--- config.mk ---
export PLATFORM = sky130hd
export DESIGN_NAME = sorted_priority_queue_with_ageing_unit
export DESIGN_NICKNAME = d
export VERILOG_FILES = /design/src/rtl/core/spq_pkg.sv /design/src/rtl/core/sorted_priority_queue_with_ageing_unit.sv /design/src/rtl/core/spq_cell.sv
export SDC_FILE = /design/constraint.sdc
export NUM_CORES = 2
export LEC_CHECK = 0
export ABC_AREA = 1
export BUFFER_PORTS_ARGS = -buffer_cell sky130_fd_sc_hd__buf_2
export CAP_MARGIN = 25
export CORE_MARGIN = 2
export CORE_UTILIZATION = 25
export CTS_CLUSTER_DIAMETER = 80
export DETAILED_ROUTE_END_ITERATION = 6
export GPL_ROUTABILITY_DRIVEN = 0
export GPL_TIMING_DRIVEN = 0
export MAX_ROUTING_LAYER = met4
export PLACE_DENSITY_LB_ADDON = 0.3
export SYNTH_ARGS = -nofsm -noshare
export SYNTH_HDL_FRONTEND = slang
export SYNTH_SLANG_ARGS = --single-unit
--- constraint.sdc ---
create_clock -name clk_i -period 5.5 [get_ports clk_i]
set_clock_uncertainty 0.15 [all_clocks]
set_input_delay 0.275 -clock clk_i [delete_from_list [all_inputs] [get_ports clk_i]]
set_output_delay 0.275 -clock clk_i [all_outputs]
set_load 0.01 [all_outputs]
--- src/rtl/core/spq_pkg.sv ---
`default_nettype none

package spq_pkg;

  localparam int unsigned TimeW = 16;
  localparam logic [TimeW-1:0] TimeMax = {TimeW{1'b1}};

  typedef enum logic [1:0] {
    OP_INSERT = 2'd0,
    OP_REMOVE = 2'd1,
    OP_TICK   = 2'd2,
    OP_NONE   = 2'd3
  } op_e;

  // broadcast to every cell for one step
  typedef struct packed {
    logic ins;
    logic rem;
    logic tick;
  } cell_ctrl_t;

endpackage

`default_nettype wire

--- src/rtl/core/sorted_priority_queue_with_ageing_unit.sv ---
// Sorted priority queue with ageing, built as a row of DEPTH cells.
// Request channel: in_valid_i/in_ready_o carry op_i (insert, remove lowest,
// tick), priority_req_i, tag_i and start_time_i. Each request gives exactly one
// result on out_valid_o/out_ready_i: the removed entry (item_valid_o with
// tag, priority and time), full_error_o for a dropped insert, and the fill
// state after the request (is_empty_o, entry_count_o).
// All cells update in parallel on each accepted request, each looking
// only at its two neighbors and the broadcast request, so one request is
// accepted per cycle while in_ready_o is high and its result shows in the
// output register on the next cycle.
// A full output register that is not taken holds in_ready_o low; a result
// taken in the same cycle frees the register for the next request, so
// throughput stays one request per cycle while the receiver keeps up.
// Reset empties the queue and the output register; entry storage itself
// is not cleared, only the per-cell used flags.
`default_nettype none

module sorted_priority_queue_with_ageing_unit #(
  parameter int unsigned DEPTH         = 16,
  parameter int unsigned PRIORITY_BITS = 16,
  parameter int unsigned TAG_BITS      = 8
) (
  input  wire                                clk_i,
  input  wire                                rst_ni,
  input  wire                                in_valid_i,
  output logic                               in_ready_o,
  input  wire [1:0]                          op_i,
  input  wire [PRIORITY_BITS-1:0]            priority_req_i,
  input  wire [TAG_BITS-1:0]                 tag_i,
  input  wire [spq_pkg::TimeW-1:0]           start_time_i,
  output logic                               out_valid_o,
  input  wire                                out_ready_i,
  output logic                               item_valid_o,
  output logic [TAG_BITS-1:0]                out_tag_o,
  output logic [PRIORITY_BITS-1:0]           out_priority_o,
  output logic [spq_pkg::TimeW-1:0]          out_time_o,
  output logic                               full_error_o,
  output logic                               is_empty_o,
  output logic [$clog2(DEPTH+1)-1:0]         entry_count_o
);

  localparam int unsigned CntW = $clog2(DEPTH + 1);

  logic [DEPTH-1:0]          used;
  logic [DEPTH-1:0]          keep;
  logic [PRIORITY_BITS-1:0]  prio [DEPTH];
  logic [TAG_BITS-1:0]       tag  [DEPTH];
  logic [spq_pkg::TimeW-1:0] tim  [DEPTH];

  logic [CntW-1:0] count_q, count_d;
  logic            accept, full, empty;
  spq_pkg::cell_ctrl_t ctrl;
  spq_pkg::op_e        op;

  logic                      out_valid_q, out_valid_d;
  logic                      item_valid_q, full_error_q;
  logic [TAG_BITS-1:0]       out_tag_q;
  logic [PRIORITY_BITS-1:0]  out_prio_q;
  logic [spq_pkg::TimeW-1:0] out_time_q;
  logic [CntW-1:0]           out_count_q;

  assign in_ready_o = !out_valid_q || out_ready_i;
  assign accept     = in_valid_i && in_ready_o;
  assign op         = spq_pkg::op_e'(op_i);
  assign full       = (count_q == CntW'(DEPTH));
  assign empty      = (count_q == '0);

  always_comb begin
    ctrl    = '0;
    count_d = count_q;
    if (accept) begin
      unique case (op)
        spq_pkg::OP_INSERT: begin
          if (!full) begin
            ctrl.ins = 1'b1;
            count_d  = count_q + CntW'(1);
          end
        end
        spq_pkg::OP_REMOVE: begin
          if (!empty) begin
            ctrl.rem = 1'b1;
            count_d  = count_q - CntW'(1);
          end
        end
        spq_pkg::OP_TICK: ctrl.tick = 1'b1;
        spq_pkg::OP_NONE: ;
        default: ;
      endcase
    end
  end

  for (genvar i = 0; i < DEPTH; i++) begin : g_cell
    logic                      l_used, l_keep, r_used;
    logic [PRIORITY_BITS-1:0]  l_prio, r_prio;
    logic [TAG_BITS-1:0]       l_tag, r_tag;
    logic [spq_pkg::TimeW-1:0] l_time, r_time;

    if (i == 0) begin : g_first
      // head cell takes the new entry whenever it does not keep its own
      assign l_used = 1'b0;
      assign l_keep = 1'b1;
      assign l_prio = '0;
      assign l_tag  = '0;
      assign l_time = '0;
    end else begin : g_mid
      assign l_used = used[i-1];
      assign l_keep = keep[i-1];
      assign l_prio = prio[i-1];
      assign l_tag  = tag[i-1];
      assign l_time = tim[i-1];
    end

    if (i == DEPTH - 1) begin : g_last
      assign r_used = 1'b0;
      assign r_prio = '0;
      assign r_tag  = '0;
      assign r_time = '0;
    end else begin : g_inner
      assign r_used = used[i+1];
      assign r_prio = prio[i+1];
      assign r_tag  = tag[i+1];
      assign r_time = tim[i+1];
    end

    spq_cell #(
      .PRIORITY_BITS(PRIORITY_BITS),
      .TAG_BITS     (TAG_BITS)
    ) u_cell (
      .clk_i       (clk_i),
      .rst_ni      (rst_ni),
      .ctrl_i      (ctrl),
      .ins_prio_i  (priority_req_i),
      .ins_tag_i   (tag_i),
      .ins_time_i  (start_time_i),
      .left_used_i (l_used),
      .left_keep_i (l_keep),
      .left_prio_i (l_prio),
      .left_tag_i  (l_tag),
      .left_time_i (l_time),
      .right_used_i(r_used),
      .right_prio_i(r_prio),
      .right_tag_i (r_tag),
      .right_time_i(r_time),
      .used_o      (used[i]),
      .keep_o      (keep[i]),
      .prio_o      (prio[i]),
      .tag_o       (tag[i]),
      .time_o      (tim[i])
    );
  end

  always_comb begin
    out_valid_d = out_valid_q;
    if (accept) begin
      out_valid_d = 1'b1;
    end else if (out_ready_i) begin
      out_valid_d = 1'b0;
    end
  end

  always_ff @(posedge clk_i or negedge rst_ni) begin
    if (!rst_ni) begin
      count_q     <= '0;
      out_valid_q <= 1'b0;
    end else begin
      count_q     <= count_d;
      out_valid_q <= out_valid_d;
    end
  end

  always_ff @(posedge clk_i) begin
    if (accept) begin
      item_valid_q <= ctrl.rem;
      full_error_q <= (op == spq_pkg::OP_INSERT) && full;
      out_tag_q    <= ctrl.rem ? tag[0]  : '0;
      out_prio_q   <= ctrl.rem ? prio[0] : '0;
      out_time_q   <= ctrl.rem ? tim[0]  : '0;
      out_count_q  <= count_d;
    end
  end

  assign out_valid_o    = out_valid_q;
  assign item_valid_o   = item_valid_q;
  assign full_error_o   = full_error_q;
  assign out_tag_o      = out_tag_q;
  assign out_priority_o = out_prio_q;
  assign out_time_o     = out_time_q;
  assign entry_count_o  = out_count_q;
  assign is_empty_o     = (out_count_q == '0);

`ifndef NO_ASSERTIONS
  a_used_matches_count: assert property (@(posedge clk_i) disable iff (!rst_ni)
    $countones(used) == int'(count_q))
    else $error("cell used flags disagree with entry count");

  a_full_error_at_depth: assert property (@(posedge clk_i) disable iff (!rst_ni)
    out_valid_q && full_error_q |-> out_count_q == CntW'(DEPTH))
    else $error("full error reported below depth");

  a_remove_or_drop: assert property (@(posedge clk_i) disable iff (!rst_ni)
    out_valid_q |-> !(item_valid_q && full_error_q))
    else $error("remove and dropped insert in one result");

  a_remove_decrements: assert property (@(posedge clk_i) disable iff (!rst_ni)
    accept && (op == spq_pkg::OP_REMOVE) && !empty |=>
      count_q == $past(count_q) - CntW'(1))
    else $error("remove did not shrink the queue");
`endif

endmodule

`default_nettype wire

--- src/rtl/core/spq_cell.sv ---
`default_nettype none

module spq_cell #(
  parameter int unsigned PRIORITY_BITS = 16,
  parameter int unsigned TAG_BITS      = 8
) (
  input  wire                             clk_i,
  input  wire                             rst_ni,
  input  spq_pkg::cell_ctrl_t             ctrl_i,
  input  wire [PRIORITY_BITS-1:0]         ins_prio_i,
  input  wire [TAG_BITS-1:0]              ins_tag_i,
  input  wire [spq_pkg::TimeW-1:0]        ins_time_i,
  input  wire                             left_used_i,
  input  wire                             left_keep_i,
  input  wire [PRIORITY_BITS-1:0]         left_prio_i,
  input  wire [TAG_BITS-1:0]              left_tag_i,
  input  wire [spq_pkg::TimeW-1:0]        left_time_i,
  input  wire                             right_used_i,
  input  wire [PRIORITY_BITS-1:0]         right_prio_i,
  input  wire [TAG_BITS-1:0]              right_tag_i,
  input  wire [spq_pkg::TimeW-1:0]        right_time_i,
  output logic                            used_o,
  output logic                            keep_o,
  output logic [PRIORITY_BITS-1:0]        prio_o,
  output logic [TAG_BITS-1:0]             tag_o,
  output logic [spq_pkg::TimeW-1:0]       time_o
);

  logic                      used_q, used_d;
  logic [PRIORITY_BITS-1:0]  prio_q, prio_d;
  logic [TAG_BITS-1:0]       tag_q, tag_d;
  logic [spq_pkg::TimeW-1:0] time_q, time_d;
  logic                      keep;

  // entry stays put on insert when it sorts before or ties with the new one
  assign keep = used_q && (prio_q <= ins_prio_i);

  always_comb begin
    used_d = used_q;
    prio_d = prio_q;
    tag_d  = tag_q;
    time_d = time_q;
    if (ctrl_i.ins) begin
      if (!keep) begin
        if (left_keep_i) begin
          used_d = 1'b1;
          prio_d = ins_prio_i;
          tag_d  = ins_tag_i;
          time_d = ins_time_i;
        end else begin
          used_d = left_used_i;
          prio_d = left_prio_i;
          tag_d  = left_tag_i;
          time_d = left_time_i;
        end
      end
    end else if (ctrl_i.rem) begin
      used_d = right_used_i;
      prio_d = right_prio_i;
      tag_d  = right_tag_i;
      time_d = right_time_i;
    end else if (ctrl_i.tick) begin
      if (used_q && (time_q != spq_pkg::TimeMax)) begin
        time_d = time_q + spq_pkg::TimeW'(1);
      end
    end
  end

  always_ff @(posedge clk_i or negedge rst_ni) begin
    if (!rst_ni) begin
      used_q <= 1'b0;
    end else begin
      used_q <= used_d;
    end
  end

  always_ff @(posedge clk_i) begin
    prio_q <= prio_d;
    tag_q  <= tag_d;
    time_q <= time_d;
  end

  assign used_o = used_q;
  assign keep_o = keep;
  assign prio_o = prio_q;
  assign tag_o  = tag_q;
  assign time_o = time_q;

endmodule

`default_nettype wire
==> impl_metrics.json <==
{
  "multi_input_comb_area_mm2": 0.0237,
  "grt_pass1_vias": 46400,
  "p_leak_nw": 23.5,
  "critical_path_arrival_ns": 5.01,
  "synth_cell_types": 52,
  "violations": "design-rule violations",
  "maxCapViolations": 0,
  "final_common_cell": "nand3_1",
  "final_core_util_pct": 29.0,
  "drt-vias-per-instance": 5.29,
  "cts_tree": "yes",
  "syn_nets": 6494,
  "slowest_delay_ns": 0.78,
  "hold_class": "primary input to flip-flop",
  "cp-end-kind": "flip-flop",
  "ys_warn_count": 0,
  "avgRoutedWirePerCell_um": 24.5,
  "fp.dieW_um": 446,
  "drc": 13,
  "cp.required_ns": 5.92,
  "synth_xor_area_share_pct": 1.09,
  "clock_latency_ns": 0.73,
  "ys_seq_area_share_pct": 43.3,
  "synth_mux_area_share_pct": 0.0230,
  "vdd_drop_max_mv": 0.238,
  "hold_slack_ns": 0.0319,
  "grt_max_degree": 28,
  "dr.pass1.iters": 7,
  "fin_setup_tns_ns": 0,
  "power_mw": 15.8,
  "synth.cell_area_mm2": 0.0489,
  "syn_inst": 6174,
  "hold_violations": 0,
  "tightest_slew_ns": 1.08,
  "dp_slack_ns": 0.876,
  "synth_fa_ha_area_share_pct": 7.01,
  "slew_headroom_pct": 27.9,
  "ios": 96,
  "syn_avg_cell_area_um2": 7.92,
  "clock_path_buffers": 3,
  "synth_edf_count": 687,
  "grt_pass1_wl_mm": 318,
  "cts_resized": 0,
  "synth_top_family_by_area": "simple AND/OR/NAND/NOR gates",
  "port_buffers": 95,
  "start_kind": "primary input",
  "dpl.hpwl_mm": 178,
  "drt_iter0_drc": 6324,
  "min_period_ns": 4.59,
  "area_growth_pct": 15.6,
  "critPathSlowestCell": "clkbuf_1",
  "criticalPathCategory": "primary input to flip-flop",
  "initial_core_util_pct": 25.1,
  "max_clock_freq_ghz": 0.218,
  "async_flop_share_pct": 3.10,
  "ff_latch_area_mm2": 0.0212,
  "vias": 48300,
  "grt_overflow_total": 0,
  "r2r-start": "out_valid_o",
  "path_clk_slew_ns": 0.06,
  "root_buffer": "clkbuf_16",
  "rsz0062_at_grt": "no",
  "finalCritPeriodShare_pct": 83.5,
  "synthSimpleGateAreaFrac_pct": 33.7,
  "grt.total_usage_pct": 22.4,
  "postRouteAntennaNets": 0,
  "die_h_um": 446,
  "post_cts_buffers": 0,
  "final_cell_mix": "nand3_1, nand2_1, edfxtp_1, inv_1, nor2_1",
  "placementRows": 162,
  "fin_nets": 6734,
  "cts.sinks": 709,
  "slew_violations": 0,
  "path_max_fanout": 11,
  "power.density_mw_per_mm2": 280,
  "setup_violations": 0,
  "die-area_mm2": 0.199,
  "crit_top_cell": "nand2_1",
  "path_cells": "dlygate4sd3_1 -> buf_2 -> inv_1 -> buf_16 -> ha_1 -> nand2_1 -> nor3_1 -> nand2_1 -> nand2_1 -> nand2_1 -> nand2_1 -> clkbuf_1 -> nand3_1 -> nand3_1",
  "fill_cells": 20900,
  "holdCritStartpoint": "start_time_i[13]",
  "synth_compound_area_share_pct": 6.61,
  "status": "finished, violations left",
  "drt-total-wl_mm": 223,
  "cts_buffers": 92,
  "cts_htree_levels": 3,
  "ys_seq_elements": 709,
  "synthFlopType": "edfxtp_1",
  "core_mm2": 0.195,
  "cp-startpoint": "priority_req_i[15]",
  "drive_gt1_share_pct": 8.28,
  "antenna_found_initial": 17,
  "layout_setup_ws_ns": 0.907
}
==> final cells by class <==
type                       count  area share, %
antenna                       17         0.0752
buffer                       415           3.71
clock buffer                 125           4.38
clock inverter                42          0.635
inverter                     518           3.44
multi-input combinational   4532           42.0
sequential                   709           37.4
tap                         2624           5.80
timing repair buffer         146           2.53
==> sequential cells by signal, indices dropped and copies added, names as in the netlist <==
register              count
g_cell.u_cell.prio_o    256
g_cell.u_cell.time_o    256
g_cell.u_cell.tag_o     128
g_cell.u_cell.used_o     16
out_priority_o           16
out_time_o               16
out_tag_o                 8
count_q                   5
entry_count_o             5
full_error_o              1
item_valid_o              1
out_valid_o               1
==> worst paths after layout <==
path,end,slack [ns],depth (start not counted)
setup / recovery,g_cell[13].u_cell.prio_o[1],0.91,14
hold / removal,g_cell[8].u_cell.time_o[13],0.03,5
setup reg to reg,g_cell[12].u_cell.prio_o[7],1.47,10
hold reg to reg,g_cell[15].u_cell.used_o,0.38,2
max in group asynchronous,g_cell[6].u_cell.used_o,4.56,4
min in group asynchronous,count_q[0],0.46,4
==> per-stage QoR <==
step | instance area [um2] | cells
6_report | 56600 | 9128
5_1_grt | 56600 | 9125
4_1_cts | 56300 | 9103
3_5_place_dp | 53300 | 8921
3_3_place_gp | 52700 | 8893
2_1_floorplan | 48900 | 6174
==> critical path, delay by kind of cell <==
family | cells | cell delay, ns
buffers and inverters | 5 | 2.34
adder cells (fa/ha/maj) | 1 | 0.31
AND/OR/NAND/NOR | 8 | 2.02
==> cell families after synthesis <==
family          after synthesis
simple gates               3655
buf+inv                     933
flops                       709
compound gates              541
fa+ha+maj                   274
xor+xnor                     61
mux                           1
==> synth_stat cells (33+ instances only) <==
| library cell | count | area, um2 |
|---|---|---|
| ha_1 | 274 | 3430 |
| a32oi_1 | 38 | 333 |
| a22oi_1 | 78 | 586 |
| buf_2 | 144 | 721 |
| nor3_1 | 61 | 305 |
| o21ai_0 | 156 | 781 |
| nand2_1 | 1311 | 4920 |
| a21oi_1 | 167 | 836 |
| clkbuf_1 | 162 | 608 |
| buf_1 | 33 | 124 |
| buf_4 | 56 | 420 |
| inv_1 | 508 | 1910 |
| nor2_1 | 336 | 1260 |
| xor2_1 | 51 | 447 |
| nand4_1 | 37 | 231 |
| nand3b_1 | 40 | 300 |
| nand3_1 | 1821 | 9110 |
| edfxtp_1 | 687 | 20600 |
==> per-layer routing <==
layer	share of wire (%)	up-vias	global-route usage [%]
met2	44	2731	34.2
met4	5.9	0	12.2
li1	-	22100	-
met1	40	22900	27.2
met3	9.9	613	5.27
met5	0	-	-
==> timing repair <==
item,CTS,global route
hold endpoints to repair,47,0
endpoints found under the setup margin,0,0
hold buffers,15,0
==> where the power goes <==
| group | internal, mW | total (mW) | switching (mW) |
|---|---|---|---|
| logic | 0.911 | 3.05 | 2.14 |
| clock network | 3.38 | 6.00 | 2.63 |
| registers | 6.45 | 6.77 | 0.327 |
(Power assumes the default switching activity.)
